--- src/baro_temp_compensation_macros.svh ---
// Assertion macros for the barometric compensation block.
`ifndef BARO_TEMP_COMPENSATION_MACROS_SVH
`define BARO_TEMP_COMPENSATION_MACROS_SVH

// Clocked property, disabled while reset is asserted.
`define BTC_ASSERT(name, prop, msg) \
  name: assert property (@(posedge clk_i) disable iff (!rst_ni) prop) \
    else $error(msg);

// Condition that must never be seen on a clock edge.
`define BTC_NEVER(name, expr, msg) \
  `BTC_ASSERT(name, !(expr), msg)

`endif

--- src/btc_pkg.sv ---
// Shared types and constants for the barometric compensation block.
`default_nettype none

package btc_pkg;

  localparam int unsigned FineBias       = 128000;
  localparam int unsigned PressBase      = 1048576;
  localparam int unsigned NumScale       = 3125;
  localparam int unsigned CalOffsetShift = 47;
  localparam int unsigned P4Shift        = 35;
  localparam int unsigned DenShift       = 33;
  localparam int unsigned DenW           = 64 - DenShift;

  typedef enum logic [1:0] {
    CFG_TEMP       = 2'd0,
    CFG_PRESS_LOW  = 2'd1,
    CFG_PRESS_HIGH = 2'd2,
    CFG_PRESS_LAST = 2'd3
  } cfg_idx_e;

  typedef struct packed {
    logic        [15:0] t1;
    logic signed [15:0] t2;
    logic signed [15:0] t3;
    logic        [15:0] p1;
    logic signed [15:0] p2;
    logic signed [15:0] p3;
    logic signed [15:0] p4;
    logic signed [15:0] p5;
    logic signed [15:0] p6;
    logic signed [15:0] p7;
    logic signed [15:0] p8;
    logic signed [15:0] p9;
  } calib_t;

  // One classified reading pair, ready for the division.
  typedef struct packed {
    logic signed [63:0]     num;
    logic signed [DenW-1:0] den;
    logic                   err;
    logic signed [15:0]     tc;
    logic signed [31:0]     fine;
  } job_t;

endpackage

`default_nettype wire

--- src/btc_fifo.sv ---
// Short queue between the front and back pipelines.
`default_nettype none

module btc_fifo import btc_pkg::*; #(
  parameter int unsigned Depth = 4
) (
  input  wire   clk_i,
  input  wire   rst_ni,
  input  wire   push_i,
  input  job_t  wdata_i,
  output logic  full_o,
  input  wire   pop_i,
  output logic  empty_o,
  output job_t  rdata_o
);

  localparam int unsigned PtrW = (Depth > 1) ? $clog2(Depth) : 1;
  localparam int unsigned CntW = $clog2(Depth + 1);

  job_t            mem_q [Depth];
  logic [PtrW-1:0] wr_ptr_q, rd_ptr_q;
  logic [CntW-1:0] cnt_q;

  assign full_o  = (cnt_q == CntW'(Depth));
  assign empty_o = (cnt_q == '0);
  assign rdata_o = mem_q[rd_ptr_q];

  always_ff @(posedge clk_i or negedge rst_ni) begin
    if (!rst_ni) begin
      wr_ptr_q <= '0;
      rd_ptr_q <= '0;
      cnt_q    <= '0;
    end else begin
      if (push_i) begin
        wr_ptr_q <= (wr_ptr_q == PtrW'(Depth - 1)) ? '0 : wr_ptr_q + 1'b1;
      end
      if (pop_i) begin
        rd_ptr_q <= (rd_ptr_q == PtrW'(Depth - 1)) ? '0 : rd_ptr_q + 1'b1;
      end
      if (push_i && !pop_i) begin
        cnt_q <= cnt_q + 1'b1;
      end else if (pop_i && !push_i) begin
        cnt_q <= cnt_q - 1'b1;
      end
    end
  end

  always_ff @(posedge clk_i) begin
    if (push_i) begin
      mem_q[wr_ptr_q] <= wdata_i;
    end
  end

endmodule

`default_nettype wire

--- config.mk ---
export PLATFORM = sky130hd
export DESIGN_NAME = btc_fifo
export DESIGN_NICKNAME = d
export VERILOG_FILES = /design/src/baro_temp_compensation_macros.svh /design/src/btc_pkg.sv /design/src/btc_fifo.sv
export SDC_FILE = /design/constraint.sdc
export NUM_CORES = 1
export LEC_CHECK = 0
export ABC_AREA = 1
export BUFFER_PORTS_ARGS = -buffer_cell sky130_fd_sc_hd__buf_2
export CELL_PAD_IN_SITES_DETAIL_PLACEMENT = 0
export CELL_PAD_IN_SITES_GLOBAL_PLACEMENT = 1
export CORE_ASPECT_RATIO = 0.8
export CORE_UTILIZATION = 51
export DETAILED_ROUTE_END_ITERATION = 8
export GPL_ROUTABILITY_DRIVEN = 0
export HOLD_SLACK_MARGIN = 0.02
export PLACE_DENSITY_LB_ADDON = 0.08
export SLEW_MARGIN = 20
export SYNTH_ARGS = -nofsm -noshare
export SYNTH_HDL_FRONTEND = slang
export SYNTH_SLANG_ARGS = --single-unit
--- constraint.sdc ---
create_clock -name clk_i -period 7.8 [get_ports clk_i]
set_input_delay 0.39 -clock clk_i [delete_from_list [all_inputs] [get_ports clk_i]]
set_output_delay 0.39 -clock clk_i [all_outputs]
set_load 0.005 [all_outputs]
; Yosys cells after proc, flatten, opt, wreduce, memory -nomap -nowiden
; Memory sizes are Yosys's and may differ from the RTL's.
; Cells that the tools add are included.
[word_totals]
register_bits = 7
ram_bits = 576
in_bits = 148
out_inout_bits = 146
memories = 1
[memory_table]
columns = name, depth, word_bits, read_ports, rd_clocked_by_memory_dff, wr, line_no
row1 = mem_q, 4, 144, 1, 0, 1, btc_fifo.sv:20  ; job_t mem_q [Depth];
[op_classes]
addsub = 4
eq_ne = 3
mux = 6
n_reduce_logical = 6
[op_table]
columns = op, n
row1 = two-way mux 3 bit, 2
row2 = "adder 2 x 1 -> 2 bit, second input constant", 2
row3 = "== test 2 bit, second input constant", 2
row4 = two-way mux 2 bit, 2
row5 = "adder 3 x 1 -> 3 bit, second input constant", 1
row6 = "== test 3 bit, second input constant", 1
row7 = zero test 3 bit, 1
row8 = "subtractor 3 x 1 -> 3 bit, second input constant", 1
row9 = logical AND 1 bit, 2
row10 = zero test 1 bit, 2
row11 = two-way mux 1 bit, 2
row12 = nonzero test 2 bit, 1

; Longest topological paths before layout
; Gate-level depths: netlist of the first run.
[logic_depth]
word_depth = 4
mapped_depth = 9
mapped_depth_nobuf = 9

; Least setup slack after synthesis of the first run
; No wires, ideal clock.
[synth_timing]
path_kind = register -> register
start = register wr_ptr_q[0]
end = memory mem_q[2][0] in the netlist's numbering (enable)
arrival_ps = 3431
t_required_ps = 7303
setup_slack_ps = 3873
path_stages_with_launch = 5
n_path_buf = 0
period_less_slack_ps = 3927
path_cell_list = dfrtp_1 > inv_1 > ha_1 > nand2_1 > inv_1
[synth_lines]
columns = item, line_no
row1 = from (decl), btc_fifo.sv:21  ; logic [PtrW-1:0] wr_ptr_q, rd_ptr_q;
row2 = from (signal assigned), btc_fifo.sv:35  ; wr_ptr_q <= (wr_ptr_q == PtrW'(Depth - 1)) ? '0 : wr_ptr_q + 1'b1;
row3 = to (decl), btc_fifo.sv:20
; No word-level cell before the write port.

==> flow_metrics.env, run 1 <==
export IMPL_status="finished, final reports clean"
export IMPL_clock_skew_ns=0.0271
export IMPL_drive_above_1_share=0.173
export IMPL_dr_pass1_iters=5
export IMPL_r2r_end="mem_q[1][140]"
export IMPL_cpMaxStageDelayCell="buf_12"
export IMPL_area_delta_synth_final_pct=20.5
export IMPL_wl_per_cell_um=16.6
export IMPL_clk_path_buf_depth=3
export IMPL_reg2reg_depth=5
export IMPL_end_kind="output port"
export IMPL_grt_pass1_wl_um=71600
export IMPL_cp_required_ns=7.41
export IMPL_yosysWarningCount=0
export IMPL_ys_top_cells_by_area="edfxtp_1 74%, o211ai_1 9.3%, nand2_1 7.2%, inv_1 4.8%, buf_6 1.7%"
export IMPL_cp_cell_sequence="inv_16, buf_12, nand2_1, o211ai_1, nand2_1, buf_2"
export IMPL_wirelength_um=46300
export IMPL_hold_violations=0
export IMPL_fmax_mhz=253
export IMPL_core_rowCount=69
export IMPL_rsz0062_at_grt="false"
export IMPL_yosysMostFrequentCell="edfxtp_1"
export IMPL_cp_max_fo=316
export IMPL_power_mw=9.39
export IMPL_coreArea_sq_mm=0.0447
export IMPL_crit_cells=6
export IMPL_overflow=0
export IMPL_synth_nets=1886
export IMPL_synthesis_area_sq_mm=0.0233
export IMPL_startpoint_type="flip-flop"
export IMPL_synthDistinctLibCells=19
export IMPL_yosysTopAreaCell="edfxtp_1"
export IMPL_io_pins=294
export IMPL_crit_buf_inv=3
export IMPL_drc=0
export IMPL_postRouteAntennaNets=0
export IMPL_final_area_sq_mm=0.0281
export IMPL_critPathMaxStageDelay_ns=0.67
export IMPL_p_per_area_mw_per_mm2=334
export IMPL_via_count=13700
export IMPL_relSlewSlack=0.208
export IMPL_grt_max_degree=317
export IMPL_cp_common_cell="nand2_1"
export IMPL_cts_tree="done"
export IMPL_clk_pin_slew_ns=0.06
export IMPL_cap_violations=0
export IMPL_synth_ff_type="edfxtp_1"
export IMPL_crit_family="buffers and inverters"
export IMPL_hp_start="push_i"
export IMPL_syn_inst=1731
export IMPL_synthArstFlopShare=0.0120
export IMPL_initial_core_util=0.522
export IMPL_ys_seq_area_frac=0.749
export IMPL_setup_viol=0
export IMPL_setup_tns_final_ns=0
export IMPL_cp_data_arrival_time_ns=3.56
export IMPL_finalCritPeriodShare=0.507
export IMPL_min_period_ns=3.95
export IMPL_ctsResizeCount=0
export IMPL_synth_edf_count=576
export IMPL_hp_class="in -> reg"
export IMPL_place_area_sq_mm=0.0250
export IMPL_crit_type="reg -> out"
export IMPL_die_area_sq_mm=0.0466
export IMPL_whs_endpoint="wr_ptr_q[1]"
export IMPL_clock_latency_ns=0.60
export IMPL_numCtsBuffers=56
export IMPL_die_w_um=241
export IMPL_p_leak_nw=11.3
export IMPL_htreeDepth=2
export IMPL_r2r_start="wr_ptr_q[1]"
export IMPL_syn_mean_instance_area_sq_um=13.5
export IMPL_grt_pass1_vias=13300
export IMPL_synth_commonest_cells="576 x edfxtp_1, 447 x nand2_1, 299 x inv_1, 288 x o211ai_1, 36 x buf_6"
export IMPL_drv_slew=0
export IMPL_dieHeight_um=193
export IMPL_grt_use_total=0.200
export IMPL_ff2ff_setup_slack_ns=5.00
export IMPL_ir_drop_v=0.000260
export IMPL_tightestPinTransition_ns=1.19
export IMPL_antenna_found_initial=4
export IMPL_fin_nets=2300
export IMPL_drtIter0Drc=668
export IMPL_synth_top_area_frac=0.742
export IMPL_hpwl_um=25200
export IMPL_root_buffer="clkbuf_16"
export IMPL_synth_ff_latch_count=583
export IMPL_port_buffers=293
export IMPL_numClockSinks=583
export IMPL_min_path_cells=2
export IMPL_via_per_inst=4.91
## worst max-delay path by stage
stage                 from           end  slack, ns
6_report       rd_ptr_q[0]  rdata_o[134]       3.85
3_5_place_dp   rd_ptr_q[0]  rdata_o[138]       4.72
5_1_grt        rd_ptr_q[0]  rdata_o[130]       3.71
4_1_cts        rd_ptr_q[0]  rdata_o[138]       4.05
2_1_floorplan  wr_ptr_q[0]   mem_q[2][0]       3.87
3_3_place_gp   rd_ptr_q[0]  rdata_o[138]       4.78
## report_power, final
part | total [mW] | internal [mW] | switching (mW)
Combinational | 2.75 | 0.953 | 1.79
Clock | 2.51 | 1.43 | 1.07
Sequential | 4.14 | 4.02 | 0.123
## routing by layer
layer  GRT usage  routed length (um)  part of all wire
met5           0                  10           0.00022
met4      0.0614                1010             0.022
met3      0.0505                2940             0.064
met2       0.333               22200              0.48
met1       0.257               20100              0.43
## registers in the layout, indices dropped and copies added (netlist names)
register  count
cnt_q         3
mem_q       576
wr_ptr_q      2
rd_ptr_q      2
## cell families (layout without fill, tap and decap cells)
kind of cell | after synthesis | in the layout | synth area share
DFF | 583 | 583 | 0.749
and+or+nand+nor | 453 | 453 | 0.0732
buffers and inverters | 395 | 849 | 0.0798
AOI/OAI and AO/OA | 292 | 292 | 0.0936
adders and majority gates | 7 | 7 | 0.00408
xor gates and xnor gates | 1 | 1 | 0.000376
other | 0 | 3 | 0
## worst reg2reg max path, cell delays in order, from the launching register on
cell and delay, ns:
dfrtp_1 0.40, inv_1 0.11, ha_1 0.16, nand2_1 0.10
inv_6 0.67, buf_4 0.90
## placed cells by master (no fill, tap or decap), drive strengths merged
master	synthesis	final
clkinv	0	15
fa	1	1
inv	301	303
edfxtp	576	576
nand2	447	447
dlygate4sd3	0	146
o21ai	4	4
clkbuf	12	78
xnor2	1	1
nand4	1	1
buf	82	304
o211ai	288	288
ha	6	6
nand3	1	1
diode	0	3
nor3	2	2
bufinv	0	3
nor2	2	2
dfrtp	7	7
## cell type report
class                           count  area [sq um]
Antenna cell                        3          7.51
Clock buffer                       78          1510
Clock inverter                     20           170
Fill cell                        3499         16600
Inverter                          301          1170
Multi-Input combinational cell    753          3990
Sequential cell                   583         17500
Tap cell                          603           754
Timing Repair Buffer              450          3020
## timing repair
action                                 CTS  global route
endpoints found under the hold margin  585             0
buffers inserted                         0             0
hold buffers                           146             0
## per-stage QoR
stage	worst slack [ns]	hold WS, ns	instances	utilization
floorplan	3.87	0.0944	1731	-
global placement	4.78	0.236	2544	0.558
detailed placement	4.72	0.241	2544	0.558
CTS	4.05	0.0912	2788	0.628
global route	3.71	0.123	2790	0.628
finish	3.85	0.133	2791	0.628
(Power assumes the default switching activity.)
==> inputs of run 2 (changes only) <==
CORE_UTILIZATION = 47   (was 51)
clock period = 3.7 ns   (was 7.8 ns; I/O delays follow)
==> flow_metrics.env, run 2 (synthesis results as in run 1) <==
export IMPL_end_kind="output port"
export IMPL_grt_pass1_wl_um=74800
export IMPL_postRouteAntennaNets=0
export IMPL_numCtsBuffers=57
export IMPL_drv_slew=0
export IMPL_status="finished, final reports clean"
export IMPL_die_area_sq_mm=0.0505
export IMPL_wirelength_um=48100
export IMPL_port_buffers=293
export IMPL_ff2ff_setup_slack_ns=1.24
export IMPL_reg2reg_depth=5
export IMPL_area_delta_synth_final_pct=21.7
export IMPL_drc=0
export IMPL_cts_setup_buffers=0
export IMPL_p_per_area_mw_per_mm2=708
export IMPL_cts_tree="done"
export IMPL_regMostFlops="mem_q"
export IMPL_dr_pass1_iters=5
export IMPL_final_cell_mix="576 x edfxtp_1, 447 x nand2_1, 295 x inv_1"
export IMPL_relSlewSlack=0.445
export IMPL_drtIter0Drc=652
export IMPL_hold_worst_slack_ns=0.336
export IMPL_grt_pass1_vias=13500
export IMPL_die_w_um=251
export IMPL_fin_nets=2314
export IMPL_clk_path_buf_depth=3
export IMPL_via_count=13800
export IMPL_initial_core_util=0.479
export IMPL_setup_tns_final_ns=0
export IMPL_tightestPinTransition_ns=0.833
export IMPL_clk_pin_slew_ns=0.06
export IMPL_crit_type="reg -> out"
export IMPL_grt_max_degree=225
export IMPL_clock_skew_ns=0.0205
export IMPL_hold_violations=0
export IMPL_r2r_end="mem_q[3][31]"
export IMPL_largestRegisters="mem_q: 576 flops, cnt_q: 3 flops"
export IMPL_startpoint_type="flip-flop"
export IMPL_grt_use_total=0.192
export IMPL_clock_latency_ns=0.60
export IMPL_ir_drop_v=0.000468
export IMPL_antenna_found_initial=7
export IMPL_overflow=0
export IMPL_io_pins=294
export IMPL_cap_violations=0
export IMPL_grt_busiest_layer="met2"
export IMPL_cp_max_fo=40
export IMPL_ctsResizeCount=0
export IMPL_cp_data_arrival_time_ns=2.65
export IMPL_r2r_start="wr_ptr_q[0]"
export IMPL_hp_class="in -> reg"
export IMPL_via_per_inst=4.87
export IMPL_finalCritPeriodShare=0.765
export IMPL_hpwl_um=26600
export IMPL_met2_usage=0.317
export IMPL_grt_util_met1=0.259
export IMPL_numClockSinks=583
export IMPL_core_rowCount=72
export IMPL_rsz0062_at_grt="false"
export IMPL_wl_per_cell_um=17.0
export IMPL_layout_commonest_cell="edfxtp_1"
export IMPL_largest_reg_flops=576
export IMPL_p_leak_nw=11.4
export IMPL_setup_viol=0
export IMPL_coreArea_sq_mm=0.0486
export IMPL_fmax_mhz=353
export IMPL_pre_cts_ws_ns=1.26
export IMPL_hp_start="wdata_i[9]"
export IMPL_cp_required_ns=3.51
export IMPL_min_period_ns=2.83
export IMPL_use_met3=0.0370
export IMPL_whs_endpoint="mem_q[0][9]"
export IMPL_drive_above_1_share=0.178
export IMPL_dieHeight_um=201
export IMPL_root_buffer="clkbuf_16"
export IMPL_min_path_cells=2
export IMPL_setup_ws_ns=0.870
export IMPL_htreeDepth=2
run 2: metal layers:
layer	vias up	part of all wire	wire length (um)
met5	-	0.00048	23
met4	4	0.018	878
met3	72	0.046	2210
met2	247	0.48	23000
met1	6560	0.46	22000
li1	6938	-	-
run 2: worst max-delay path: stages, from the launching register on:
cell and delay (ns):
dfrtp_4 0.66, inv_4 0.52, buf_4 0.42, o211ai_1 0.14, nand2_1 0.14, buf_2 0.13
run 2: power by group:
part / total (mW) / internal, mW / switching [mW]
combinational: 6.00 / 2.13 / 3.87
sequential: 8.75 / 8.46 / 0.293
clock: 5.35 / 3.03 / 2.32
run 2: metrics by stage:
stage | utilization | area, sq um | std cells | power (mW)
4_1_cts | 0.583 | 28400 | 2831 | 20.4
3_5_place_dp | 0.518 | 25200 | 2581 | 14.9
6_report | 0.584 | 28400 | 2836 | 20.1
5_1_grt | 0.583 | 28400 | 2834 | 21.3
3_3_place_gp | 0.518 | 25200 | 2581 | 14.8
2_1_floorplan | - | 23300 | 1731 | 12.7
run 2: cell type report:
type | count | area (sq um)
clock buffers | 74 | 1530
fillers | 3986 | 20300
inverters | 301 | 1160
flip-flops and latches | 583 | 17500
clock inverters | 28 | 173
diodes | 5 | 12.5
repair buffers | 463 | 3250
well taps | 629 | 787
multi-input cells | 753 | 3990
run 2: timing repair:
action | 4_1_cts | 5_1_grt
hold buffers | 148 | 0
endpoints found under the hold margin | 588 | 0
endpoints found under the setup margin | 0 | 0
run 2: worst max path at each step:
stage / from / to / slack [ns] / depth (start not counted)
2_1_floorplan: wr_ptr_q[0] / mem_q[0][0] / 0.46 / 4
3_3_place_gp: wr_ptr_q[0] / mem_q[3][20] / 1.25 / 5
3_5_place_dp: wr_ptr_q[0] / mem_q[3][142] / 1.26 / 5
4_1_cts: rd_ptr_q[1] / rdata_o[60] / 0.78 / 5
5_1_grt: rd_ptr_q[0] / rdata_o[131] / 0.62 / 6
6_report: rd_ptr_q[1] / rdata_o[61] / 0.87 / 5
